**src/rtl/cpr_pkg.sv**
```systemverilog
// Shared types, constants and helpers for the clock page replacement block.
// Used by cpr_page_mem, cpr_engine and clock_page_replacement; no dependencies.
package cpr_pkg;

  localparam int FRAMES    = 8;
  localparam int PAGE_BITS = 16;
  localparam int FRAME_W   = (FRAMES > 1) ? $clog2(FRAMES) : 1;
  localparam int CNT_W     = $clog2(FRAMES + 1);
  localparam logic [15:0] FAULT_MAX = 16'hFFFF;

  typedef logic [FRAME_W-1:0]   frame_t;
  typedef logic [CNT_W-1:0]     cnt_t;
  typedef logic [PAGE_BITS-1:0] page_t;

  typedef enum logic [2:0] {
    ST_IDLE,
    ST_SEARCH,
    ST_SWEEP,
    ST_EVICT,
    ST_OUT
  } state_t;

  typedef struct packed {
    logic        en;
    frame_t      addr;
    page_t       data;
  } mem_wr_t;

  typedef struct packed {
    logic        hit;
    logic [2:0]  frame_index;
    logic        evicted_valid;
    logic [15:0] evicted_page;
    logic [15:0] faults_so_far;
  } res_t;

  function automatic cnt_t active_count(input logic [3:0] cfg);
    logic [7:0] c;
    c = {4'b0, cfg};
    if (c == 8'd0) return cnt_t'(1);
    if (c > 8'(FRAMES)) return cnt_t'(FRAMES);
    return c[CNT_W-1:0];
  endfunction

  function automatic frame_t next_frame(input frame_t f, input cnt_t count);
    cnt_t n;
    n = cnt_t'(f) + cnt_t'(1);
    return (n >= count) ? frame_t'(0) : n[FRAME_W-1:0];
  endfunction

  function automatic page_t to_page(input logic [15:0] v);
    logic [47:0] t;
    t = {32'b0, v};
    return t[PAGE_BITS-1:0];
  endfunction

  function automatic logic [15:0] page_to_out(input page_t p);
    logic [47:0] t;
    t = {{(48 - PAGE_BITS){1'b0}}, p};
    return t[15:0];
  endfunction

  function automatic logic [2:0] to_idx3(input frame_t f);
    logic [7:0] t;
    t = {{(8 - FRAME_W){1'b0}}, f};
    return t[2:0];
  endfunction

endpackage

```
**src/rtl/cpr_page_mem.sv**
```systemverilog
// Page number store: one entry per frame, one write and one registered read port.
// Depends on cpr_pkg.
module cpr_page_mem (
  input  logic             clk,
  input  cpr_pkg::mem_wr_t wr,
  input  cpr_pkg::frame_t  raddr,
  output cpr_pkg::page_t   rdata
);
  import cpr_pkg::*;

  page_t mem [FRAMES];
  page_t rdata_r;

  always_ff @(posedge clk) begin
    if (wr.en) begin
      mem[wr.addr] <= wr.data;
    end
    rdata_r <= mem[raddr];
  end

  assign rdata = rdata_r;

endmodule

```
**src/rtl/cpr_engine.sv**
```systemverilog
// Replacement sequencer: search, hand sweep and frame fill over the page store,
// with reference and valid bits, clock hand and fault counter. Depends on cpr_pkg.
module cpr_engine (
  input  logic               clk,
  input  logic               rst_n,
  input  logic               in_valid,
  input  logic [15:0]        in_page_number,
  output logic               in_stall,
  input  logic               cfg_wr_en,
  input  logic [3:0]         cfg_wr_data,
  output logic               res_valid,
  output cpr_pkg::res_t      res,
  input  logic               res_ready,
  output cpr_pkg::mem_wr_t   mem_wr,
  output cpr_pkg::frame_t    mem_raddr,
  input  cpr_pkg::page_t     mem_rdata
);
  import cpr_pkg::*;

  state_t            state_r, state_nxt;
  logic [3:0]        cfg_r;
  cnt_t              count_r, count_nxt;
  page_t             page_r, page_nxt;
  frame_t            chk_r, chk_nxt;
  frame_t            hand_r, hand_nxt;
  frame_t            used_r, used_nxt;
  logic              hit_r, hit_nxt;
  logic              ev_valid_r, ev_valid_nxt;
  logic [15:0]       ev_page_r, ev_page_nxt;
  logic [15:0]       fault_r, fault_nxt;
  logic [FRAMES-1:0] ref_r, ref_nxt;
  logic [FRAMES-1:0] valid_r, valid_nxt;
  cnt_t              count_in;

  assign count_in = active_count(cfg_r);

  always_comb begin
    state_nxt    = state_r;
    count_nxt    = count_r;
    page_nxt     = page_r;
    chk_nxt      = chk_r;
    hand_nxt     = hand_r;
    used_nxt     = used_r;
    hit_nxt      = hit_r;
    ev_valid_nxt = ev_valid_r;
    ev_page_nxt  = ev_page_r;
    fault_nxt    = fault_r;
    ref_nxt      = ref_r;
    valid_nxt    = valid_r;
    mem_raddr    = frame_t'(0);
    mem_wr       = '0;
    in_stall     = 1'b1;
    res_valid    = 1'b0;

    case (state_r)
      ST_IDLE: begin
        in_stall = 1'b0;
        if (in_valid) begin
          count_nxt = count_in;
          page_nxt  = to_page(in_page_number);
          chk_nxt   = frame_t'(0);
          if (cnt_t'(hand_r) >= count_in) begin
            hand_nxt = frame_t'(0);
          end
          state_nxt = ST_SEARCH;
        end
      end
      ST_SEARCH: begin
        // read data belongs to frame chk_r
        mem_raddr = chk_r + frame_t'(1);
        if (valid_r[chk_r] && mem_rdata == page_r) begin
          hit_nxt         = 1'b1;
          used_nxt        = chk_r;
          ev_valid_nxt    = 1'b0;
          ev_page_nxt     = 16'd0;
          ref_nxt[chk_r]  = 1'b1;
          hand_nxt        = next_frame(chk_r, count_r);
          state_nxt       = ST_OUT;
        end else if (cnt_t'(chk_r) + cnt_t'(1) >= count_r) begin
          hit_nxt   = 1'b0;
          if (fault_r != FAULT_MAX) begin
            fault_nxt = fault_r + 16'd1;
          end
          state_nxt = ST_SWEEP;
        end else begin
          chk_nxt = chk_r + frame_t'(1);
        end
      end
      ST_SWEEP: begin
        mem_raddr = hand_r;
        if (ref_r[hand_r]) begin
          ref_nxt[hand_r] = 1'b0;
          hand_nxt        = next_frame(hand_r, count_r);
        end else begin
          used_nxt  = hand_r;
          state_nxt = ST_EVICT;
        end
      end
      ST_EVICT: begin
        // read of used_r returned; no other access to this entry is in flight
        ev_valid_nxt      = valid_r[used_r];
        ev_page_nxt       = valid_r[used_r] ? page_to_out(mem_rdata) : 16'd0;
        mem_wr.en         = 1'b1;
        mem_wr.addr       = used_r;
        mem_wr.data       = page_r;
        ref_nxt[used_r]   = 1'b1;
        valid_nxt[used_r] = 1'b1;
        hand_nxt          = next_frame(used_r, count_r);
        state_nxt         = ST_OUT;
      end
      ST_OUT: begin
        res_valid = 1'b1;
        if (res_ready) begin
          state_nxt = ST_IDLE;
        end
      end
      default: begin
        state_nxt = ST_IDLE;
      end
    endcase
  end

  assign res.hit           = hit_r;
  assign res.frame_index   = to_idx3(used_r);
  assign res.evicted_valid = ev_valid_r;
  assign res.evicted_page  = ev_page_r;
  assign res.faults_so_far = fault_r;

  always_ff @(posedge clk) begin
    if (!rst_n) begin
      state_r <= ST_IDLE;
      cfg_r   <= 4'd8;
      hand_r  <= frame_t'(0);
      fault_r <= 16'd0;
      ref_r   <= '0;
      valid_r <= '0;
      count_r <= cnt_t'(1);
    end else begin
      state_r <= state_nxt;
      if (cfg_wr_en) begin
        cfg_r <= cfg_wr_data;
      end
      hand_r  <= hand_nxt;
      fault_r <= fault_nxt;
      ref_r   <= ref_nxt;
      valid_r <= valid_nxt;
      count_r <= count_nxt;
    end
  end

  always_ff @(posedge clk) begin
    page_r     <= page_nxt;
    chk_r      <= chk_nxt;
    used_r     <= used_nxt;
    hit_r      <= hit_nxt;
    ev_valid_r <= ev_valid_nxt;
    ev_page_r  <= ev_page_nxt;
  end

  a_search_in_range: assert property (@(posedge clk) disable iff (!rst_n)
    state_r == ST_SEARCH |-> cnt_t'(chk_r) < count_r)
    else $error("search index beyond frames in use");

  a_hand_in_range: assert property (@(posedge clk) disable iff (!rst_n)
    (state_r == ST_SWEEP || state_r == ST_EVICT || state_r == ST_OUT)
      |-> cnt_t'(hand_r) < count_r)
    else $error("clock hand beyond frames in use");

  a_sweep_stops: assert property (@(posedge clk) disable iff (!rst_n)
    (state_r == ST_SWEEP && !ref_r[hand_r])
      |=> (state_r == ST_EVICT && used_r == $past(hand_r)))
    else $error("sweep did not stop at a clear reference bit");

  a_fill_marks: assert property (@(posedge clk) disable iff (!rst_n)
    state_r == ST_EVICT |=> (state_r == ST_OUT && ref_r[used_r] && valid_r[used_r]))
    else $error("filled frame lacks reference or valid mark");

endmodule

```
**src/rtl/clock_page_replacement.sv**
```systemverilog
// Clock (second-chance) page replacement, top level with the output word register.
// Depends on cpr_pkg, cpr_page_mem and cpr_engine.
// Sequence: a hit stops the search at its frame and goes to the output register;
//   a fault searches every frame in use, sweeps past each set reference bit, then fills.
// Throughput: one word at a time; the page store read port scans one frame a cycle.
// Reset: synchronous active-low rst_n empties all frames, hand to frame 0,
//   fault count to zero, frames_in_use to 8; no clearing pass is needed.
module clock_page_replacement (
  input  logic        clk,
  input  logic        rst_n,
  input  logic        in_valid,
  input  logic [15:0] in_page_number,
  output logic        in_stall,
  output logic        out_valid,
  input  logic        out_stall,
  output logic        out_hit,
  output logic [2:0]  out_frame_index,
  output logic        out_evicted_valid,
  output logic [15:0] out_evicted_page,
  output logic [15:0] out_faults_so_far,
  input  logic        cfg_wr_en,
  input  logic [3:0]  cfg_wr_data
);
  import cpr_pkg::*;

  mem_wr_t mem_wr;
  frame_t  mem_raddr;
  page_t   mem_rdata;
  logic    res_valid;
  logic    res_ready;
  res_t    res;
  logic    out_valid_r;
  res_t    out_r;

  // Page numbers live in a small synchronous store; the engine reads,
  // compares and writes it back. Writes happen only on a fill, and no read
  // whose data is used lands on the edge of that write, so no forwarding.
  cpr_page_mem u_mem (
    .clk   (clk),
    .wr    (mem_wr),
    .raddr (mem_raddr),
    .rdata (mem_rdata)
  );

  cpr_engine u_engine (
    .clk            (clk),
    .rst_n          (rst_n),
    .in_valid       (in_valid),
    .in_page_number (in_page_number),
    .in_stall       (in_stall),
    .cfg_wr_en      (cfg_wr_en),
    .cfg_wr_data    (cfg_wr_data),
    .res_valid      (res_valid),
    .res            (res),
    .res_ready      (res_ready),
    .mem_wr         (mem_wr),
    .mem_raddr      (mem_raddr),
    .mem_rdata      (mem_rdata)
  );

  // Take a finished word when the output register is empty or draining.
  assign res_ready = !out_valid_r || !out_stall;

  always_ff @(posedge clk) begin
    if (!rst_n) begin
      out_valid_r <= 1'b0;
    end else if (res_ready) begin
      out_valid_r <= res_valid;
    end
  end

  // Hold the payload while stalled; load only on a handoff.
  always_ff @(posedge clk) begin
    if (res_ready && res_valid) begin
      out_r <= res;
    end
  end

  assign out_valid         = out_valid_r;
  assign out_hit           = out_r.hit;
  assign out_frame_index   = out_r.frame_index;
  assign out_evicted_valid = out_r.evicted_valid;
  assign out_evicted_page  = out_r.evicted_page;
  assign out_faults_so_far = out_r.faults_so_far;

endmodule

```
**config.mk**
```make
export PLATFORM = sky130hd
export DESIGN_NAME = clock_page_replacement
export DESIGN_NICKNAME = d
export VERILOG_FILES = /design/src/rtl/cpr_pkg.sv /design/src/rtl/cpr_page_mem.sv /design/src/rtl/cpr_engine.sv /design/src/rtl/clock_page_replacement.sv
export SDC_FILE = /design/constraint.sdc
export NUM_CORES = 1
export LEC_CHECK = 0
export ABC_CLOCK_PERIOD_IN_PS = 3820
export BUFFER_PORTS_ARGS = -buffer_cell sky130_fd_sc_hd__buf_2
export CAP_MARGIN = 20
export CORE_UTILIZATION = 45
export DETAILED_ROUTE_END_ITERATION = 10
export PLACE_DENSITY = 0.64
export SYNTH_ARGS = -nofsm -noshare
export SYNTH_HDL_FRONTEND = slang
export SYNTH_SLANG_ARGS = --single-unit
```
**constraint.sdc**
```tcl
create_clock -name clk -period 3.82 [get_ports clk]
set_clock_uncertainty 0.15 [all_clocks]
set_input_delay 0.764 -clock clk [delete_from_list [all_inputs] [get_ports clk]]
set_output_delay 0.764 -clock clk [all_outputs]
set_load 0.02 [all_outputs]
```
Word level (Yosys, flattened, before mapping). Memory sizes are Yosys's and may differ from the RTL's. A register that Yosys moved wholly into a read port is not among the register bits. Cells that the tools add are included.

Add/subtract/negate cells: 5. $lt $le $gt $ge: 11. Eq/ne operators: 15. Multiplexer cells: 55. Bitwise logic cells: 6. Reduce and logical (&&, ||, !) cells: 25.

Operators by type and width (number): $mux 3 (17); $mux 16 (2); $pmux 16 s2 (1); $or 8x8->8 (3); $pmux 8 s3 (1); $mux 20 (1); $pmux 3 s2 (3); $add 16x1->16 const B (1); $eq 16x16->1 (1); $mux 4 (4); $mux 8 (2); $ne 16x16->1 const B (1); $mux 1 (15); $pmux 3 s5 (1); $add 3x1->4 const B (3); $ge 4x4->1 (3); $lt 3x4->1 const B (3); $pmux 3 s4 (1); $reduce_and 4->1 (3); $ne 2x2->1 const B (5); $bmux 1 s3 (3); $demux 1 s3 (3); $ge 3x1->1 const B (3); $and 8x8->8 (1); 22 further kinds (36).

Register bits: 124. RAM bits: 128. Bits of input ports: 25. Output and inout port bits: 39. Word-level logic and storage cells: 137. Memories kept: 1.

Memories: u_mem.mem (depth 8, bits a word 16, read ports 1, clocked after Yosys merged registers in 1, wr ports 1, RTL line cpr_page_mem.sv:11) `page_t mem [FRAMES];`.

Longest topological paths before layout. Gate-level depths: netlist of run 1.

Word-level depth: 9. Mapped depth: 10. Gate-level depth less buffers: 10.

By module. From an unflattened synthesis of run 1, not the netlist that was laid out.

Cell total of the unflattened synthesis: 713. Area total of the unflattened synthesis: 11021.8 µm².

By module, submodules not included: cpr_page_mem (instances 1, cells each 214, area each 5293.8 µm², seq. area each 4164.0 µm²); cpr_engine (instances 1, cells each 457, area each 4575.6 µm², seq. area each 2122.0 µm²); clock_page_replacement (instances 1, cells each 42, area each 1152.4 µm², seq. area each 1131.1 µm²).

Least setup slack after synthesis of run 1. No wires, ideal clock.

Kind: input port to flip-flop. Start: in out_stall. End: reg out_r, in the netlist out_evicted_page[0], enable pin. Setup time: 0.444 ns. Arrival: 2.607 ns. Data required time: 3.226 ns. Slack: 0.619 ns. Stages: 1. Path buffers: 0. Path through: a21oi_1.

Word-level cells in the longest chain between the ends: 3.

RTL lines: start: declaration (RTL line clock_page_replacement.sv:15) `input logic out_stall,`; $logic_not 1->1 (RTL line clock_page_replacement.sv:62) `assign res_ready = !out_valid_r || !out_stall;`; $logic_or 1x1->1 (RTL line clock_page_replacement.sv:62); $logic_and 1x1->1 (RTL line clock_page_replacement.sv:74) `if (res_ready && res_valid) begin`; end signal: assignment (RTL line clock_page_replacement.sv:75) `out_r <= res;`; end: declaration (RTL line clock_page_replacement.sv:33) `res_t out_r;`.

Every way passes these cells. A chain may end at the register's enable or synchronous reset.

Worst setup path after layout of run 1.
Start: reg u_engine.chk_r[1]. End: reg u_engine.chk_r[1], enable pin.

Word-level cells in the longest chain between the ends: 5. Elaborated cells on any way between the ends: 8. Classes of those cells: 1 x add/sub; 1 x order compare; 2 x eq/ne; 2 x mux; 2 x reduce/logical.

RTL lines: start: declaration (RTL line cpr_engine.sv:24) `frame_t chk_r, chk_nxt;`; start signal: assignment (RTL line cpr_engine.sv:153) `chk_r <= chk_nxt;`; parallel branches: the longest is 4 deep, another holds $add 3x1->4; $reduce_and 4->1 (no source line) (*).

Mark *: on every way between the ends. The select of a mux whose other input is x is not followed.

==> results.md, run 1 <==
* Status: completed
* Post-synth ARST share at 0
* DRT antenna net count at 0
* Io pins at 64
* Post-synth top area share at 0.555
* Leakage power figure at ~4.7 nW
* CP max FO at 9
* Max-slew violations at 0
* WL/cell at approximately 18 um
* Dpl ws at 0.676 ns
* Adder-Cell Fraction of Synth Area at 0.0214
* Compound-gate portion of the synthesized area at 0.0944
* Clock Latency Late Sink at 0.54 ns
* Yosys warning count at 0
* R2R Path End: u_engine.chk_r[1]$_SDFFCE_PP0P_
* Area contributors post-synth: edfxtp_1 (55%), dfxtp_1 (11%), nand2_1 (4.5%)
* Commonest non-fill, non-tap cells in the layout: edfxtp_1 (205), nand2_1 (134), buf_2 (63), dfxtp_1 (63), nand3_1 (45)
* Cts repair resizes at 0
* Core Region at 24,200 um^2
* DR top layer: met4
* Synthesized flop and latch total at about 270
* EDFF count, synth at a little over 200
* Main combinational cell family by area after synthesis: simple AND/OR/NAND/NOR gates
* WP buf/inv at 1
* Setup Total Neg Slack at 0 ns
* Aggregate global-route resource usage at 0.189
* Largest net degree at the start of global routing at between 40 and 50
* Initial DRC count at about 560
* CP required at 3.85 ns
* Nets@finish at between 900 and 1,000
* CP max-delay cell: edfxtp_1
* MaxCap Viol Count at 0
* Final Hold Vio Count at 0
* Top Family by Delay on Critical Path: compound AO/OA/AOI/OAI gates
* CTS tree: done
* Multiplexer share of the synthesized area at 0.0230
* Share of post-route cells with drive strength above 1 at 0.183
* Clk slew on worst S/H paths at ~0.060 ns
* Max VDD drop at 360 uV
* Full die area at roughly 25,000 um^2
* Most common cell after layout, fill and taps aside: edfxtp_1
* CTS max path bufs at 3
* First-pass GRT wire length at between 30,000 and 40,000 um
* Met2 WL at 11,400 um
* Vias in the first global route at ~6,800
* Netlist cell types at 64
* Final Setup Violations at 0
* Ys flop type: edfxtp_1
* Number of fill cells at ~2,000
* M1 WL at 10,500 um
* Yosys top cell by area: edfxtp_1
* Die Height at ~160 um
* Post-Syn Instances at between 800 and 900
* Seq/Total Area, Yosys at 0.668
* Relative slew slack at 0.446
* Unrepaired setup endpoints after global routing: no
* Inserted Clock Buffers at 27
* Row cnt at 57
* Worst hold start: in_page_number[7]
* Fin crit share at 0.834
* Starting density of the core at 0.458
* XOR/XNOR Fraction of Synth Area at 0.0150
* Met3 WL at between 1000 and 1500 um
* Inserted Diodes at 0
* Crit path cell chain: ha_1 > ha_1 > a2111oi_0 > nor3_2 > buf_4 > o31a_1 > nor3_1
* Port buffer count at 63
* Worst path arrival time at between 3 and 4 ns
* R2r setup slk at between 0.6 and 0.7 ns
* Width of the die at 159 um
* Min Tclk post-route at between 3 and 4 ns
* Post-CTS Hold Buffers at 0
* PwrDens at 586 nW/um^2
* Final worst setup slack at 0.633 ns
* Residual DRC at 0
* Synthesis-to-finish area growth at 15.2%
* Post-DP HPWL at between 10,000 and 15,000 um
* Hold EP: u_engine.page_r[7]$_DFFE_PP_
* Hold Path Cell Cnt at 1
* Worst hold path type: in -> reg
* Simple-Gate Fraction of Synth Area at 0.151
* Critical Path Sink Type: flip-flop
* Max frequency at about 310 MHz
* Reg area at 7420 um^2
* Post-Syn Area at approximately 11,000 um^2
* Detailed Routing Iterations Pass 1 at 5
* WS Path Type: reg -> reg
* Worst R2R Start: u_engine.chk_r[1]$_SDFFCE_PP0P_
* Total gr overflow at 0
* Vias at slightly below 7,000
* Cell chosen for the clock root: clkbuf_16
* Vias per cell at around 5.4
* Average cell area after synthesis at ~13 um^2
* Most Frequent Cell on Critical Path: ha_1
* Slew at the pin closest to its max-slew limit at between 0.8 and 0.9 ns
* Routed wire length at around 23,000 um
* CP startpoint kind: flip-flop
* Slowest stage delay, CP at 0.53 ns
* Initial antenna violation count at 0
* H-tree lvl count at 1
* Footprint of the multi-input gates at between 3000 and 4000 um^2
* Placer Congestion at roughly 0.87
* Setup Buffers After CTS at 0
* Worst reg2reg path depth at 7
* Post-synth net total at about 910
* Clock Sinks at about 270
-- cell families (layout without fill, tap and decap cells) --
kind of cell,count (synthesis),count (layout)
and+or+nand+nor,340,340
DFF,268,268
AOI/OAI and AO/OA,134,134
buffers and inverters,66,156
adders and majority gates,19,19
xor gates and xnor gates,19,19
muxes,19,19
-- sequential cells by signal (all words and copies together) (netlist names), 16 cells and up --
register and cells:
u_mem.mem 128, out_evicted_page 16, out_faults_so_far 16, u_engine.ev_page_r 16
u_engine.fault_r 16, u_engine.page_r 16, u_mem.rdata 16
-- stage by stage --
| stage | power (mW) | util | hold slack [ns] | instance area (um^2) | cells |
|---|---|---|---|---|---|
| after floorplan | 4.43 | - | 0.250 | 11100 | 865 |
| after global placement | 4.83 | 0.489 | 0.251 | 11900 | 1229 |
| after detailed placement | 4.85 | 0.489 | 0.256 | 11900 | 1229 |
| after CTS | 7.55 | 0.527 | 0.233 | 12800 | 1279 |
| after global routing | 7.82 | 0.527 | 0.230 | 12800 | 1279 |
| final | 7.49 | 0.527 | 0.247 | 12800 | 1279 |
-- Yosys cell counts, drive strengths merged, types with 5 or more instances --
| library cell | count |
|---|---|
| o21ai | 10 |
| inv | 16 |
| nor2b | 18 |
| or3 | 5 |
| a31o | 20 |
| buf | 16 |
| edfxtp | 205 |
| xor2 | 10 |
| nand4 | 5 |
| o31ai | 8 |
| nor2 | 41 |
| nor3 | 10 |
| ha | 19 |
| nand2 | 134 |
| nand3 | 45 |
| a21oi | 16 |
| a211oi | 19 |
| xnor2 | 9 |
| nor4 | 9 |
| and2 | 18 |
| a311oi | 16 |
| a32o | 7 |
| or4 | 8 |
| o21a | 9 |
| and3 | 20 |
| dfxtp | 63 |
| mux2i | 13 |
| nand2b | 13 |
| clkbuf | 33 |
-- where the power goes --
group          internal [mW]  switching [mW]  total, mW
Sequential              3.31           0.200       3.51
Combinational          0.503           0.777       1.28
Clock                   1.62            1.08       2.70
-- area by class of cell --
cell class | count | area share
repair buffers | 89 | 0.0419
multi-input cells | 531 | 0.270
clock inverters | 14 | 0.0148
flip-flops and latches | 268 | 0.580
inverters | 17 | 0.00499
clock buffers | 36 | 0.0570
well taps | 324 | 0.0317
-- worst max-delay path by stage --
stage                                                from                               to  depth (start not counted)
after floorplan                                 out_stall    out_evicted_page[0]$_DFFE_PP_                          1
after global placement    u_engine.chk_r[1]$_SDFFCE_PP0P_  u_engine.chk_r[1]$_SDFFCE_PP0P_                          7
after detailed placement  u_engine.chk_r[1]$_SDFFCE_PP0P_  u_engine.chk_r[1]$_SDFFCE_PP0P_                          7
after CTS                 u_engine.chk_r[1]$_SDFFCE_PP0P_  u_engine.chk_r[1]$_SDFFCE_PP0P_                          7
after global routing      u_engine.chk_r[1]$_SDFFCE_PP0P_  u_engine.chk_r[1]$_SDFFCE_PP0P_                          7
final                     u_engine.chk_r[1]$_SDFFCE_PP0P_  u_engine.chk_r[1]$_SDFFCE_PP0P_                          7
-- worst register-to-register path, stage by stage, from the launching register on --
cell and delay, ns:
edfxtp_1 0.53, ha_1 0.40, ha_1 0.29, a2111oi_0 0.49
nor3_2 0.17, buf_4 0.20, o31a_1 0.23, nor3_1 0.38
-- routing by layer --
| metal | vias up | GRT usage |
|---|---|---|
| li1 | 3384 | - |
| met1 | 3377 | 0.261 |
| met2 | 177 | 0.321 |
| met3 | 18 | 0.0250 |
| met4 | 0 | 0.0398 |
| met5 | - | 0 |
Power figures use the tool's default switching activity.
==> run 2, diff against run 1 <==
- ABC_CLOCK_PERIOD_IN_PS: 3820 -> 2850
- PLACE_DENSITY: 0.64 -> 0.66
- clock period: 3.82 -> 2.85 ns (I/O delays scaled with it)
==> results.md, run 2 (synthesis results as in run 1) <==
* Status: completed
* CTS max path bufs at 3
* CP required at 3.17 ns
* Fin crit share at 0.975
* Largest Register: u_mem.mem
* Met1 Use GR at 0.265
* Final Setup Violations at 0
* Non-filler cells in the finished layout at 1,301
* Worst hold slack at around 0.053 ns
* WS Path Type: reg -> reg
* Vias per cell at 5.51
* Max-slew violations at 0
* Routed wire length at between 20,000 and 25,000 um
* CP max-delay cell: nor3_2
* Port buffer count at 63
* Crit path cell chain: buf_4 > and3_1 > ha_1 > nor2_1 > nor3_2 > nand3_1 > buf_6 > or4_1 > a21oi_1
* M2 GR Usage at 0.321
* WL/cell at ~19 um
* First-pass GRT wire length at 38,500 um
* CTS tree: done
* Aggregate global-route resource usage at 0.193
* Clock Latency Late Sink at ~0.54 ns
* Max FFs per register at between 100 and 150
* PwrDens at just under 800 nW/um^2
* Number of fill cells at about 2,000
* Total gr overflow at 0
* Post-DP HPWL at 15,300 um
* WP buf/inv at 2
* Share of post-route cells with drive strength above 1 at 0.199
* Placer Congestion at between 0.8 and 0.9
* H-tree lvl count at 1
* MaxCap Viol Count at 0
* Starting density of the core at 0.458
* DRT antenna net count at 0
* Clock Sinks at ~270
* CP max FO at 11
* GR Util met3 at 0.0258
* Width of the die at ~160 um
* Placed Cells at 1,249
* Max VDD drop at between 500 and 600 uV
* Slew at the pin closest to its max-slew limit at 0.528 ns
* Min Tclk post-route at about 2.8 ns
* Detailed Routing Iterations Pass 1 at 6
* Residual DRC at 0
* Clk slew on worst S/H paths at around 0.060 ns
* Worst path arrival time at about 3.1 ns
* Inserted Clock Buffers at 27
* R2r setup slk at between 0.07 and 0.08 ns
* Nets@finish at around 1,000
* Slowest stage delay, CP at 0.47 ns
* Cell chosen for the clock root: clkbuf_16
* Initial antenna violation count at 0
* Full die area at between 20,000 and 30,000 um^2
* Relative slew slack at 0.646
* Leakage power figure at 4.84 nW
* Post-CTS Hold Buffers at 0
* Unrepaired setup endpoints after global routing: yes
* Die Height at 159 um
* Initial DRC count at between 500 and 600
* Most common cell after layout, fill and taps aside: edfxtp_1
* Total power at 10.2 mW
* Final Hold Vio Count at 0
* Vias in the first global route at approximately 7,000
* Busiest grt layer: met2
* Synthesis-to-finish area growth at 17.4%
* Top Family by Delay on Critical Path: simple AND/OR/NAND/NOR gates
* Worst hold path type: in -> reg
* Inserted Diodes at 0
* Vias at 7,164
* Commonest non-fill, non-tap cells in the layout: edfxtp_1 (205), nand2_1 (134), buf_2 (63), dfxtp_1 (63), nand3_1 (45)
* CP startpoint kind: flip-flop
* Max frequency at between 300 and 400 MHz
* Critical Path Sink Type: flip-flop
* Io pins at 64
* Row cnt at 57
* Core Region at 24,200 um^2
* Largest net degree at the start of global routing at a little under 50
==> run 2: cell count changes in the layout (fill, tap and decap cells not counted), moves of 2 or more <==
cell,previous run,this run
buf_4,24,39
clkbuf_8,2,0
clkinv_1,3,6
buf_12,2,8
==> run 2: layer usage <==
layer  wire [um]  up-vias
met3        1320       47
li1            -     3427
met1       10700     3492
met5           0        -
met4         583        0
met2       11600      198
==> run 2: layout make-up <==
| class | instances | area (um^2) | share of cell area |
|---|---|---|---|
| Clock buffer | 34 | 702 | 0.0539 |
| Clock inverter | 16 | 195 | 0.0150 |
| Multi-Input combinational cell | 531 | 3470 | 0.266 |
| Timing Repair Buffer | 111 | 779 | 0.0598 |
| Inverter | 17 | 63.8 | 0.00490 |
| Sequential cell | 268 | 7420 | 0.569 |
| Tap cell | 324 | 405 | 0.0311 |
==> run 2: worst paths after layout <==
kind,from,endpoint,depth (start not counted)
setup / recovery,u_engine.chk_r[0]$_SDFFCE_PP0P_,u_engine.fault_r[15]$_SDFFE_PN0P_,9
hold / removal,in_page_number[10],u_engine.page_r[10]$_DFFE_PP_,1
setup reg to reg,u_engine.chk_r[0]$_SDFFCE_PP0P_,u_engine.fault_r[15]$_SDFFE_PN0P_,9
hold reg to reg,u_engine.ev_valid_r$_SDFFCE_PN0P_,out_evicted_valid$_DFFE_PP_,0
==> run 2: per-stage QoR <==
stage | worst slack, ns | utilization | setup TNS [ns] | area [um^2]
6_report | 0.0709 | 0.537 | 0 | 13000
3_3_place_gp | 0.130 | 0.499 | 0 | 12100
3_5_place_dp | 0.0814 | 0.499 | 0 | 12100
2_1_floorplan | 0.134 | - | 0 | 11100
4_1_cts | 0.0499 | 0.536 | 0 | 13000
5_1_grt | -0.106 | 0.537 | -0.511 | 13000
==> run 2: repair_timing <==
action	4_1_cts	5_1_grt
endpoints found under the setup margin	0	11
resized for setup	0	3
setup buffers	0	1
==> run 2: where the power goes <==
| part | switching, mW | total [mW] | leakage [nW] | internal (mW) |
|---|---|---|---|---|
| Combinational | 1.19 | 2.01 | 1.84 | 0.819 |
| Clock | 1.45 | 3.57 | 0.441 | 2.12 |
| Sequential | 0.221 | 4.66 | 2.56 | 4.44 |
